## src/rtl/core/addressing_mode_effective_address_macros.svh

```systemverilog
// ----------------------------------------------------------------------------
// addressing mode effective address: assertion macros
// concurrent checks that compile away when SYNTHESIS is defined
// ----------------------------------------------------------------------------
`ifndef ADDRESSING_MODE_EFFECTIVE_ADDRESS_MACROS_SVH
`define ADDRESSING_MODE_EFFECTIVE_ADDRESS_MACROS_SVH

`ifndef SYNTHESIS
// checked property, masked while reset is high
`define AME_ASSERT(lbl, clk, rst, prop, msg) \
   lbl: assert property (@(posedge clk) disable iff (rst) prop) else $error(msg);
// checked property, never masked
`define AME_ASSERT_ALWAYS(lbl, clk, prop, msg) \
   lbl: assert property (@(posedge clk) prop) else $error(msg);
`else
`define AME_ASSERT(lbl, clk, rst, prop, msg)
`define AME_ASSERT_ALWAYS(lbl, clk, prop, msg)
`endif

`endif

```

## src/rtl/core/ame_pkg.sv

```systemverilog
// ----------------------------------------------------------------------------
// ame_pkg
// shared types and codes of the effective address sequencer
// ----------------------------------------------------------------------------
`default_nettype none

package ame_pkg;

   // request opcodes
   localparam logic OP_START = 1'b0;
   localparam logic OP_DATA  = 1'b1;

   // result kinds
   localparam logic KIND_READ = 1'b0;
   localparam logic KIND_DONE = 1'b1;

   // addressing modes
   localparam logic [3:0] MODE_ABS = 4'd0;
   localparam logic [3:0] MODE_IAX = 4'd1;
   localparam logic [3:0] MODE_AX  = 4'd2;
   localparam logic [3:0] MODE_AY  = 4'd3;
   localparam logic [3:0] MODE_IND = 4'd4;
   localparam logic [3:0] MODE_ACC = 4'd5;
   localparam logic [3:0] MODE_IMM = 4'd6;
   localparam logic [3:0] MODE_IMP = 4'd7;
   localparam logic [3:0] MODE_REL = 4'd8;
   localparam logic [3:0] MODE_ZP  = 4'd9;
   localparam logic [3:0] MODE_IZX = 4'd10;
   localparam logic [3:0] MODE_ZPX = 4'd11;
   localparam logic [3:0] MODE_ZPY = 4'd12;
   localparam logic [3:0] MODE_IZP = 4'd13;
   localparam logic [3:0] MODE_IZY = 4'd14;
   localparam logic [3:0] MODE_ZPR = 4'd15;

   // operand step counter
   localparam logic [1:0] STEP_0 = 2'd0;
   localparam logic [1:0] STEP_1 = 2'd1;
   localparam logic [1:0] STEP_2 = 2'd2;
   localparam logic [1:0] STEP_3 = 2'd3;

   typedef struct packed {
      logic        kind;
      logic [15:0] read_address;
      logic [15:0] effective_address;
      logic [15:0] next_pc;
      logic [15:0] relative_offset;
      logic        page_crossed;
   } result_type;

   typedef struct packed {
      logic       push;
      result_type data;
   } push_type;

endpackage

`default_nettype wire

```

## src/rtl/core/ame_seq.sv

```systemverilog
// ----------------------------------------------------------------------------
// ame_seq
// addressing mode sequencer: state registers and per-transfer step logic
// ----------------------------------------------------------------------------
`default_nettype none

module ame_seq (
   input  wire logic             clock,
   input  wire logic             reset,
   input  wire logic             accept,
   input  wire logic             op,
   input  wire logic [3:0]       mode,
   input  wire logic [15:0]      pc,
   input  wire logic [7:0]       x,
   input  wire logic [7:0]       y,
   input  wire logic [7:0]       read_data,
   output ame_pkg::push_type     result
);

   typedef struct packed {
      logic        busy;
      logic [3:0]  mode;
      logic [1:0]  step;
      logic [15:0] pc;
      logic [7:0]  x;
      logic [7:0]  y;
      logic [15:0] ptr;
      logic [7:0]  low;
   } state_type;

   state_type state_ff;
   state_type state_in;

   ame_pkg::result_type res;
   logic                has_res;
   logic [15:0]         base;
   logic [15:0]         ea;
   logic [15:0]         index16;
   logic [15:0]         rel16;
   logic [7:0]          zp_ptr;

   function automatic ame_pkg::result_type make_read(input logic [15:0] addr);
      ame_pkg::result_type r;
      r                   = '0;
      r.kind              = ame_pkg::KIND_READ;
      r.read_address      = addr;
      return r;
   endfunction

   function automatic ame_pkg::result_type make_done(
      input logic [15:0] eff,
      input logic [15:0] npc,
      input logic [15:0] rel,
      input logic        crossed
   );
      ame_pkg::result_type r;
      r                   = '0;
      r.kind              = ame_pkg::KIND_DONE;
      r.effective_address = eff;
      r.next_pc           = npc;
      r.relative_offset   = rel;
      r.page_crossed      = crossed;
      return r;
   endfunction

   always_comb begin
      base    = {read_data, state_ff.low};
      rel16   = {{8{read_data[7]}}, read_data};
      index16 = 16'h0000;
      case (state_ff.mode)
         ame_pkg::MODE_AX, ame_pkg::MODE_IAX: index16 = {8'h00, state_ff.x};
         ame_pkg::MODE_AY, ame_pkg::MODE_IZY: index16 = {8'h00, state_ff.y};
         default:                             index16 = 16'h0000;
      endcase
      ea     = base + index16;
      zp_ptr = (state_ff.mode == ame_pkg::MODE_IZX) ? (read_data + state_ff.x) : read_data;
   end

   always_comb begin
      state_in = state_ff;
      has_res  = 1'b0;
      res      = '0;
      if (op == ame_pkg::OP_START) begin
         state_in.mode = mode;
         state_in.pc   = pc;
         state_in.x    = x;
         state_in.y    = y;
         state_in.step = ame_pkg::STEP_0;
         state_in.ptr  = 16'h0000;
         state_in.low  = 8'h00;
         state_in.busy = 1'b0;
         has_res       = 1'b1;
         case (mode)
            ame_pkg::MODE_ACC, ame_pkg::MODE_IMP: res = make_done(16'h0000, pc, 16'h0000, 1'b0);
            ame_pkg::MODE_IMM: res = make_done(pc, pc + 16'd1, 16'h0000, 1'b0);
            default: begin
               state_in.busy = 1'b1;
               res           = make_read(pc);
            end
         endcase
      end else if (state_ff.busy) begin
         has_res = 1'b1;
         case (state_ff.mode)
            ame_pkg::MODE_ABS, ame_pkg::MODE_AX, ame_pkg::MODE_AY: begin
               if (state_ff.step == ame_pkg::STEP_0) begin
                  state_in.low  = read_data;
                  state_in.step = ame_pkg::STEP_1;
                  res           = make_read(state_ff.pc + 16'd1);
               end else begin
                  state_in.busy = 1'b0;
                  res = make_done(ea, state_ff.pc + 16'd2, 16'h0000, base[15:8] != ea[15:8]);
               end
            end
            ame_pkg::MODE_IAX, ame_pkg::MODE_IND: begin
               case (state_ff.step)
                  ame_pkg::STEP_0: begin
                     state_in.low  = read_data;
                     state_in.step = ame_pkg::STEP_1;
                     res           = make_read(state_ff.pc + 16'd1);
                  end
                  ame_pkg::STEP_1: begin
                     state_in.ptr  = ea;
                     state_in.step = ame_pkg::STEP_2;
                     res           = make_read(ea);
                  end
                  ame_pkg::STEP_2: begin
                     state_in.low  = read_data;
                     state_in.step = ame_pkg::STEP_3;
                     res           = make_read(state_ff.ptr + 16'd1);
                  end
                  default: begin
                     state_in.busy = 1'b0;
                     res = make_done(base, state_ff.pc + 16'd2, 16'h0000, 1'b0);
                  end
               endcase
            end
            ame_pkg::MODE_REL: begin
               state_in.busy = 1'b0;
               res = make_done(16'h0000, state_ff.pc + 16'd1, rel16, 1'b0);
            end
            ame_pkg::MODE_ZP: begin
               state_in.busy = 1'b0;
               res = make_done({8'h00, read_data}, state_ff.pc + 16'd1, 16'h0000, 1'b0);
            end
            ame_pkg::MODE_ZPX: begin
               state_in.busy = 1'b0;
               res = make_done({8'h00, 8'(read_data + state_ff.x)}, state_ff.pc + 16'd1,
                               16'h0000, 1'b0);
            end
            ame_pkg::MODE_ZPY: begin
               state_in.busy = 1'b0;
               res = make_done({8'h00, 8'(read_data + state_ff.y)}, state_ff.pc + 16'd1,
                               16'h0000, 1'b0);
            end
            ame_pkg::MODE_IZX, ame_pkg::MODE_IZP, ame_pkg::MODE_IZY: begin
               case (state_ff.step)
                  ame_pkg::STEP_0: begin
                     state_in.ptr  = {8'h00, zp_ptr};
                     state_in.step = ame_pkg::STEP_1;
                     res           = make_read({8'h00, zp_ptr});
                  end
                  ame_pkg::STEP_1: begin
                     state_in.low  = read_data;
                     state_in.step = ame_pkg::STEP_2;
                     res           = make_read({8'h00, 8'(state_ff.ptr[7:0] + 8'd1)});
                  end
                  default: begin
                     state_in.busy = 1'b0;
                     res = make_done(ea, state_ff.pc + 16'd1, 16'h0000,
                                     base[15:8] != ea[15:8]);
                  end
               endcase
            end
            ame_pkg::MODE_ZPR: begin
               if (state_ff.step == ame_pkg::STEP_0) begin
                  state_in.low  = read_data;
                  state_in.step = ame_pkg::STEP_1;
                  res           = make_read(state_ff.pc + 16'd1);
               end else begin
                  state_in.busy = 1'b0;
                  res = make_done({8'h00, state_ff.low}, state_ff.pc + 16'd2, rel16, 1'b0);
               end
            end
            default: begin
               state_in.busy = 1'b0;
               has_res       = 1'b0;
            end
         endcase
      end
   end

   always_ff @(posedge clock) begin
      if (reset) begin
         state_ff <= '0;
      end else if (accept) begin
         state_ff <= state_in;
      end
   end

   assign result.push = accept & has_res;
   assign result.data = res;

endmodule

`default_nettype wire

```

## src/rtl/core/ame_outq.sv

```systemverilog
// ----------------------------------------------------------------------------
// ame_outq
// result register with skid stage between sequencer and response channel
// ----------------------------------------------------------------------------
`default_nettype none
`include "addressing_mode_effective_address_macros.svh"

module ame_outq (
   input  wire logic                clock,
   input  wire logic                reset,
   input  wire ame_pkg::push_type   in_push,
   output logic                     full,
   output logic                     out_valid,
   input  wire logic                out_stall,
   output ame_pkg::result_type      out_data
);

   logic                head_valid_ff;
   logic                head_valid_in;
   logic                skid_valid_ff;
   logic                skid_valid_in;
   ame_pkg::result_type head_ff;
   ame_pkg::result_type head_in;
   ame_pkg::result_type skid_ff;
   ame_pkg::result_type skid_in;
   logic                pop;

   assign pop = head_valid_ff & ~out_stall;

   always_comb begin
      head_valid_in = head_valid_ff;
      skid_valid_in = skid_valid_ff;
      head_in       = head_ff;
      skid_in       = skid_ff;
      if (pop) begin
         if (skid_valid_ff) begin
            head_in       = skid_ff;
            skid_valid_in = 1'b0;
         end else if (in_push.push) begin
            head_in = in_push.data;
         end else begin
            head_valid_in = 1'b0;
         end
      end else if (in_push.push) begin
         if (!head_valid_ff) begin
            head_in       = in_push.data;
            head_valid_in = 1'b1;
         end else begin
            skid_in       = in_push.data;
            skid_valid_in = 1'b1;
         end
      end
   end

   always_ff @(posedge clock) begin
      if (reset) begin
         head_valid_ff <= 1'b0;
         skid_valid_ff <= 1'b0;
      end else begin
         head_valid_ff <= head_valid_in;
         skid_valid_ff <= skid_valid_in;
      end
   end

   always_ff @(posedge clock) begin
      head_ff <= head_in;
      skid_ff <= skid_in;
   end

   assign full      = skid_valid_ff;
   assign out_valid = head_valid_ff;
   assign out_data  = head_ff;

   `AME_ASSERT(a_skid_needs_head, clock, reset, skid_valid_ff |-> head_valid_ff, "skid without head")
   `AME_ASSERT(a_no_push_when_full, clock, reset, in_push.push |-> !skid_valid_ff, "push while full")
   `AME_ASSERT(a_skid_drains, clock, reset, (pop && skid_valid_ff) |=> (head_valid_ff && !skid_valid_ff), "skid not drained")
   `AME_ASSERT(a_empty_push_to_head, clock, reset, (!head_valid_ff && in_push.push) |=> (head_valid_ff && !skid_valid_ff), "push lost")

endmodule

`default_nettype wire

```

## src/rtl/core/addressing_mode_effective_address.sv

```systemverilog
// ----------------------------------------------------------------------------
// addressing_mode_effective_address
// effective address sequencer for the sixteen 65c02 addressing modes
// ----------------------------------------------------------------------------
// usage
//   req channel: a start transfer (op 0) loads mode, pc, x and y; each data
//   transfer (op 1) returns the byte for the previous read request.
//   rsp channel: one result per transfer that produces one: a read request
//   (kind 0) or the final done result (kind 1) with effective address,
//   next pc, sign-extended branch offset and page-cross flag.
//   a data transfer while no calculation runs produces no result.
//   the step logic sits between the state registers and a result register
//   with one skid entry; each result is registered there. throughput: one
//   transfer per cycle while req_stall is low.
//   req_stall rises only when both the result register and the skid entry
//   are held by a stalled response channel; it drops as soon as rsp drains.
//   reset (synchronous, active high) clears the sequencer and empties the
//   result register; a start transfer may follow in the next cycle.
// ----------------------------------------------------------------------------
`default_nettype none

module addressing_mode_effective_address (
   input  wire logic        clock,
   input  wire logic        reset,
   input  wire logic        req_valid,
   output logic             req_stall,
   input  wire logic        req_op,
   input  wire logic [3:0]  req_mode,
   input  wire logic [15:0] req_pc,
   input  wire logic [7:0]  req_x,
   input  wire logic [7:0]  req_y,
   input  wire logic [7:0]  req_read_data,
   output logic             rsp_valid,
   input  wire logic        rsp_stall,
   output logic             rsp_kind,
   output logic [15:0]      rsp_read_address,
   output logic [15:0]      rsp_effective_address,
   output logic [15:0]      rsp_next_pc,
   output logic [15:0]      rsp_relative_offset,
   output logic             rsp_page_crossed
);

   logic                accept;
   logic                full;
   ame_pkg::push_type   push;
   ame_pkg::result_type rsp_data;

   assign req_stall = full;
   assign accept    = req_valid & ~full;

   ame_seq u_seq (
      .clock     (clock),
      .reset     (reset),
      .accept    (accept),
      .op        (req_op),
      .mode      (req_mode),
      .pc        (req_pc),
      .x         (req_x),
      .y         (req_y),
      .read_data (req_read_data),
      .result    (push)
   );

   ame_outq u_outq (
      .clock     (clock),
      .reset     (reset),
      .in_push   (push),
      .full      (full),
      .out_valid (rsp_valid),
      .out_stall (rsp_stall),
      .out_data  (rsp_data)
   );

   assign rsp_kind              = rsp_data.kind;
   assign rsp_read_address      = rsp_data.read_address;
   assign rsp_effective_address = rsp_data.effective_address;
   assign rsp_next_pc           = rsp_data.next_pc;
   assign rsp_relative_offset   = rsp_data.relative_offset;
   assign rsp_page_crossed      = rsp_data.page_crossed;

endmodule

`default_nettype wire
```

## config.mk

```make
export PLATFORM = sky130hd
export DESIGN_NAME = addressing_mode_effective_address
export DESIGN_NICKNAME = d
export VERILOG_FILES = /design/src/rtl/core/ame_pkg.sv /design/src/rtl/core/ame_seq.sv /design/src/rtl/core/ame_outq.sv /design/src/rtl/core/addressing_mode_effective_address.sv
export VERILOG_INCLUDE_DIRS = /design/src /design/src/rtl/core
export SDC_FILE = /design/constraint.sdc
export NUM_CORES = 1
export LEC_CHECK = 0
export BUFFER_PORTS_ARGS = -buffer_cell sky130_fd_sc_hd__buf_2
export CORE_ASPECT_RATIO = 1.25
export CORE_MARGIN = 1.5
export CORE_UTILIZATION = 30
export DETAILED_ROUTE_END_ITERATION = 16
export RECOVER_POWER = 100
export SYNTH_ARGS = -nofsm -noshare
export SYNTH_HDL_FRONTEND = slang
export SYNTH_SLANG_ARGS = --single-unit
```

## constraint.sdc

```tcl
create_clock -name clock -period 5.7 [get_ports clock]
set_clock_uncertainty 0.1 [all_clocks]
set_input_delay 0.57 -clock clock [delete_from_list [all_inputs] [get_ports clock]]
set_output_delay 0.57 -clock clock [all_outputs]
set_load 0.01 [all_outputs]
```

# Yosys cells after proc, flatten, opt, wreduce, memory -nomap -nowiden
# Index checks and enable logic that the tools add are counted.
[word_totals]
regBits = 197
in_bits = 49
out_inout_bits = 68
word_cells = 137
[classes]
n_addsub = 8
eq_ne = 31
n_mux = 44
bitwise = 7
n_reduce_logical = 25
[ops]
columns = ["operator", "count"]
rows = [
  ["2-to-1 mux 66 bit", 9],
  ["case mux 66 bit (8 select lines)", 1],
  ["case mux 66 bit (2 select lines)", 2],
  ["case mux 66 bit (3 select lines)", 1],
  ["adder 16 x 1 -> 16 bit, second input constant", 3],
  ["2-to-1 mux 24 bit", 2],
  ["equality test 4 bit, second input constant", 8],
  ["2-to-1 mux 16 bit", 2],
  ["2-to-1 mux 8 bit", 4],
  ["case mux 16 bit (2 select lines)", 1],
  ["case mux 8 bit (3 select lines)", 1],
  ["adder 16 x 2 -> 16 bit, second input constant", 1],
  ["adder 16 x 8 -> 16 bit", 1],
  ["adder 8 bit", 2],
  ["equality test 4 x 3 -> 1 bit, second input constant", 4],
  ["case mux 8 bit (2 select lines)", 1],
  ["OR reduction 2 bit", 7],
  ["2-to-1 mux 1 bit", 13],
  ["OR reduction 13 bit", 1],
  ["case mux 2 bit (3 select lines)", 2],
  ["AND reduction 6 bit", 2],
  ["OR reduction 3 bit", 4],
  ["inequality test 3 bit, second input constant", 3],
  ["AND reduction 3 bit", 3],
  ["other kinds (24)", 37],
]

# Logic depth before layout (Yosys ltp)
[logic_depth]
word_depth = 12
depth_mapped = 16
mapped_depth_nobuf = 13

# Cells and area by module
# Synthesis repeated with hierarchy kept, for this count alone.
[hier_totals]
hier_cells = 1215
area_unflattened_um2 = 12120.4
[by_module_without_submodules]
columns = ["module", "instances", "cells_per_inst", "area_per_inst_um2", "seq_area_each_um2"]
rows = [
  ["ame_seq", 1, 997, 7089.3, 1261.2],
  ["ame_outq", 1, 217, 5017.3, 4003.8],
  ["addressing_mode_effective_address", 1, 1, 13.8, 0.0],
]

# Worst setup path after synthesis
# OpenSTA, ideal clock, no wires.
[synth_path]
path_kind = "input -> register"
start = "input req_op"
end = "register u_outq.head_ff, in the netlist u_outq.out_data[0] (enable)"
t_arrival_ps = 4045
setup_slack_ps = 1062
stages = 5
path_cell_list = "buf_2 > clkbuf_1 > a21oi_1 > a21oi_1 > a21oi_1"
[synth_via]
elab_chain_cells = 4
elab_cells_between_ends = 5
cone_classes = "mux: 1; bitwise: 1; reduce/logical: 3"
[synth_lines]
columns = ["item", "line_no", "rtl"]
rows = [
  ["start, declared", "addressing_mode_effective_address.sv:27", "input wire logic req_op,"],
  ["2-to-1 mux 1 bit (*)", "ame_seq.sv:83", "if (op == ame_pkg::OP_START) begin"],
  ["AND 1 bit (*)", "ame_seq.sv:200", "assign result.push = accept & has_res;"],
  ["nonzero test 2 bit (no source line)", "-", ""],
  ["AND reduction 3 bit (no source line) (*)", "-", ""],
  ["end signal, assigned", "ame_outq.sv:66", "head_ff <= head_in;"],
  ["end, declared", "ame_outq.sv:22", "ame_pkg::result_type head_ff;"],
]
# Mark *: on every way between the ends. The rest lies on a longest branch, timed or not.
# A chain may end at the register's enable or synchronous reset.

==> impl_metrics.csv <==
group,metric,value,unit
place,gp_congestion,0.945,
clocking,numCtsBuffers,17,
synth,postSynthCellCount,1268,
floorplan,dieArea,39600,µm²
route,wl_per_cell,22.0,µm
hold_path,min_path_type,"in -> reg",
clocking,clk_latency,0.47,ns
synth,syn_area_per_cell,9.09,µm²
floorplan,start_util,30.3,%
setup_path,path_max_fanout,24,
timing,setup_viol,0,
timing,rsz0062_at_grt,"false",
timing,setup_tns,0,ns
synth,ys_seq_area_share,41.5,%
floorplan,core.rowCount,80,
synth,ys_ff_latch,181,
run_status,outcome,"complete, but fails checks",
floorplan,die_x,178,µm
setup_path,cp.required,5.83,ns
timing,period_needed,4.71,ns
clocking,htree_levels,4,
floorplan,io-pin-count,117,
synth,synth-async-reset-ratio,0,%
timing,max-slew-margin-rel,-12.2,%
place,dpl.hpwl,30.2,mm
place,place.port_buffers,116,
synth,synth-edff-count,116,
run,maxCapViolCount,3,
power,p_leak,4.60,nW
global_routing,grt_max_degree,65,
clocking,post_cts_resized,0,
route,wirelength,40.2,mm
synth,yosysUniqueCellTypes,86,
route,dr.pass1.iters,7,
global_routing,first_global_vias,9840,
global_routing,antenna_found_initial,0,
finish,areaGrowthSynthToFinish,11.9,%
timing,max_freq,0.213,GHz
clocking,cts_setup_buffers,0,
route,drt_iter0_markers,945,
finish,final_nets,1408,
finish,diodes,0,
timing,tightest_slew,1.68,ns
clocking,cts_tree,"yes",
clocking,cts-root-buf,"clkbuf_16",
clocking,cts.sinks,181,
setup_path,critPathLaunchType,"flip-flop",
synth,yosysWarnings,0,
global_routing,globalRouteTotalUtil,20.5,%
synth,synthesis.nets,1350,
global_routing,grt_pass1_wl,60.4,mm
timing,finalMaxSlewViolations,155,
synth,synthFlopType,"edfxtp_1",
synth,synthesis.area,11500,µm²
route,vias,10300,
timing,hold_violations,0,
run_status,violations,"max-capacitance violations, max-slew violations",
route,final_antenna_net_count,0,
finish,fill_cells,3971,
floorplan,core_area,38000,µm²
route,drcViolationCount,0,
clocking,holdBufCountCts,0,
setup_path,cp.arrival,4.83,ns
setup_path,reg2reg_setup_slack,0.99,ns
clocking,path_clk_slew,0.08,ns
setup_path,worstSetupPathType,"reg -> reg",
power,cellPowerDensity,242,nW/µm²
global_routing,grt_remaining_overflow,0,
floorplan,fp.dieH,222,µm
timing,period_share,82.5,%
route,post_drt_via_cell_ratio,5.60,
setup_path,endpoint_kind,"flip-flop",
clocking,clockBufferDepth,2,
finish,drive_gt1_share,12.8,%
timing,whs,0.234,ns
power,irDropWorstVdd,235,µV
-- registers in the layout, summed over array words and instances, names as in the netlist --
name,count
u_outq.full,1
u_outq.out_data,58
u_outq.out_valid,1
u_outq.skid_ff,58
u_seq.base,8
u_seq.state_ff,55
-- metrics by stage --
| stage | std cells | utilization [%] | worst slack (ns) | area (µm²) | power [W] |
|---|---|---|---|---|---|
| 4_1_cts | 1831 | 34.3 | 1.22 | 13000 | 0.00315 |
| 6_report | 1831 | 33.9 | 0.995 | 12900 | 0.00312 |
| 2_1_floorplan | 1268 | - | 1.06 | 11500 | 0.00176 |
| 3_5_place_dp | 1799 | 32.7 | 1.25 | 12400 | 0.00192 |
| 5_1_grt | 1831 | 33.9 | 0.655 | 12900 | 0.00323 |
| 3_3_place_gp | 1799 | 32.7 | 1.35 | 12400 | 0.00192 |
-- worst max-delay path, stage by stage (launching register included) --
cell	delay (ns)
dfxtp_1	0.59
buf_4	0.37
nor2b_1	0.59
a21oi_1	0.16
o21ai_0	0.20
ha_1	0.32
a21o_1	0.23
a21oi_1	0.40
o21ai_0	0.42
o21ai_0	0.39
a21oi_1	0.12
a211o_1	0.30
mux2_2	0.27
-- report_power, final --
group	switching [W]	internal [W]
clock	0.000602	0.000629
combinational	0.000279	0.000129
sequential	0.0000433	0.00144
total	0.000924	0.00220
-- layout by cell type (no fill, tap or decap), drive strengths merged, types with 19 or more instances in the layout --
cell type    n
nand4       21
dfxtp       65
inv         29
and3        19
o21ai       70
clkbuf      90
ha          30
edfxtp     116
nand2      193
a21oi      116
nor2        89
mux2        51
xnor2       32
nand3       44
xor2        23
buf         58
-- path summary, 6_finish.rpt --
kind	end	from	cells past startpoint
setup / recovery	u_outq.out_data[57]$_DFFE_PP_	u_seq.state_ff[59]$_SDFFE_PP0P_	12
hold / removal	u_seq.state_ff[26]$_SDFFE_PP0P_	req_y[2]	3
setup reg to reg	u_outq.out_data[57]$_DFFE_PP_	u_seq.state_ff[59]$_SDFFE_PP0P_	12
hold reg to reg	u_seq.base[6]$_SDFFE_PP0P_	u_seq.base[6]$_SDFFE_PP0P_	2
-- kinds of logic after synthesis --
| kind of cell | count (synthesis) | synth area share, % |
|---|---|---|
| and+or+nand+nor | 459 | 18.8 |
| adders and majority gates | 33 | 3.78 |
| xor gates and xnor gates | 55 | 4.18 |
| DFF | 181 | 41.5 |
| muxes | 67 | 6.37 |
| AOI/OAI and AO/OA | 358 | 20.8 |
| buffers and inverters | 115 | 4.53 |
-- cell usage after synthesis (5+ instances only) --
| cell type | count | area share (%) |
|---|---|---|
| nor3_1 | 11 | 0.48 |
| buf_2 | 12 | 0.52 |
| a211oi_1 | 10 | 0.65 |
| nand2_1 | 192 | 6.3 |
| nand3_1 | 44 | 1.9 |
| and4_1 | 9 | 0.68 |
| a222oi_1 | 9 | 0.78 |
| o31a_1 | 7 | 0.53 |
| ha_1 | 30 | 3.3 |
| o211ai_1 | 7 | 0.46 |
| clkbuf_1 | 61 | 2.0 |
| nor2b_1 | 11 | 0.60 |
| xor2_1 | 23 | 1.7 |
| edfxtp_1 | 116 | 30 |
| and3_1 | 19 | 1.0 |
| a22o_1 | 11 | 0.84 |
| a21oi_1 | 115 | 5.0 |
| nand2b_1 | 15 | 0.81 |
| mux2i_1 | 16 | 1.4 |
| nand4_1 | 21 | 1.1 |
| a41oi_1 | 5 | 0.38 |
| o221ai_1 | 9 | 0.68 |
| a21o_1 | 17 | 1.1 |
| nor2_1 | 87 | 2.8 |
| buf_4 | 12 | 0.78 |
| nor4_1 | 6 | 0.33 |
| and2_1 | 13 | 0.71 |
| dfxtp_1 | 65 | 11 |
| mux2_2 | 51 | 5.0 |
| xnor2_1 | 32 | 2.4 |
| a31oi_1 | 9 | 0.49 |
| nand3b_1 | 5 | 0.33 |
| inv_1 | 20 | 0.65 |
| o21a_1 | 6 | 0.39 |
| o21ai_1 | 18 | 0.78 |
| a221oi_1 | 9 | 0.68 |
| a22oi_1 | 12 | 0.78 |
| o22ai_1 | 11 | 0.60 |
| a31o_2 | 6 | 0.46 |
| o21ai_0 | 50 | 2.2 |
-- area by class of cell --
class	instances	area, µm²	area share (%)
Multi-Input combinational cell	972	6210	48.2
Sequential cell	181	4780	37.1
Tap cell	492	616	4.77
Timing Repair Buffer	131	594	4.61
Clock buffer	17	425	3.30
Clock inverter	15	181	1.41
Inverter	23	86.3	0.669
-- routing by layer --
| metal | wire (µm) | global-route usage (%) | up-vias |
|---|---|---|---|
| li1 | - | - | 4823 |
| met5 | 0 | 0 | - |
| met4 | 1940 | 9.89 | 0 |
| met3 | 2580 | 3.34 | 79 |
| met1 | 17100 | 26.4 | 4922 |
| met2 | 18600 | 33.0 | 429 |
(Power assumes the default switching activity.)
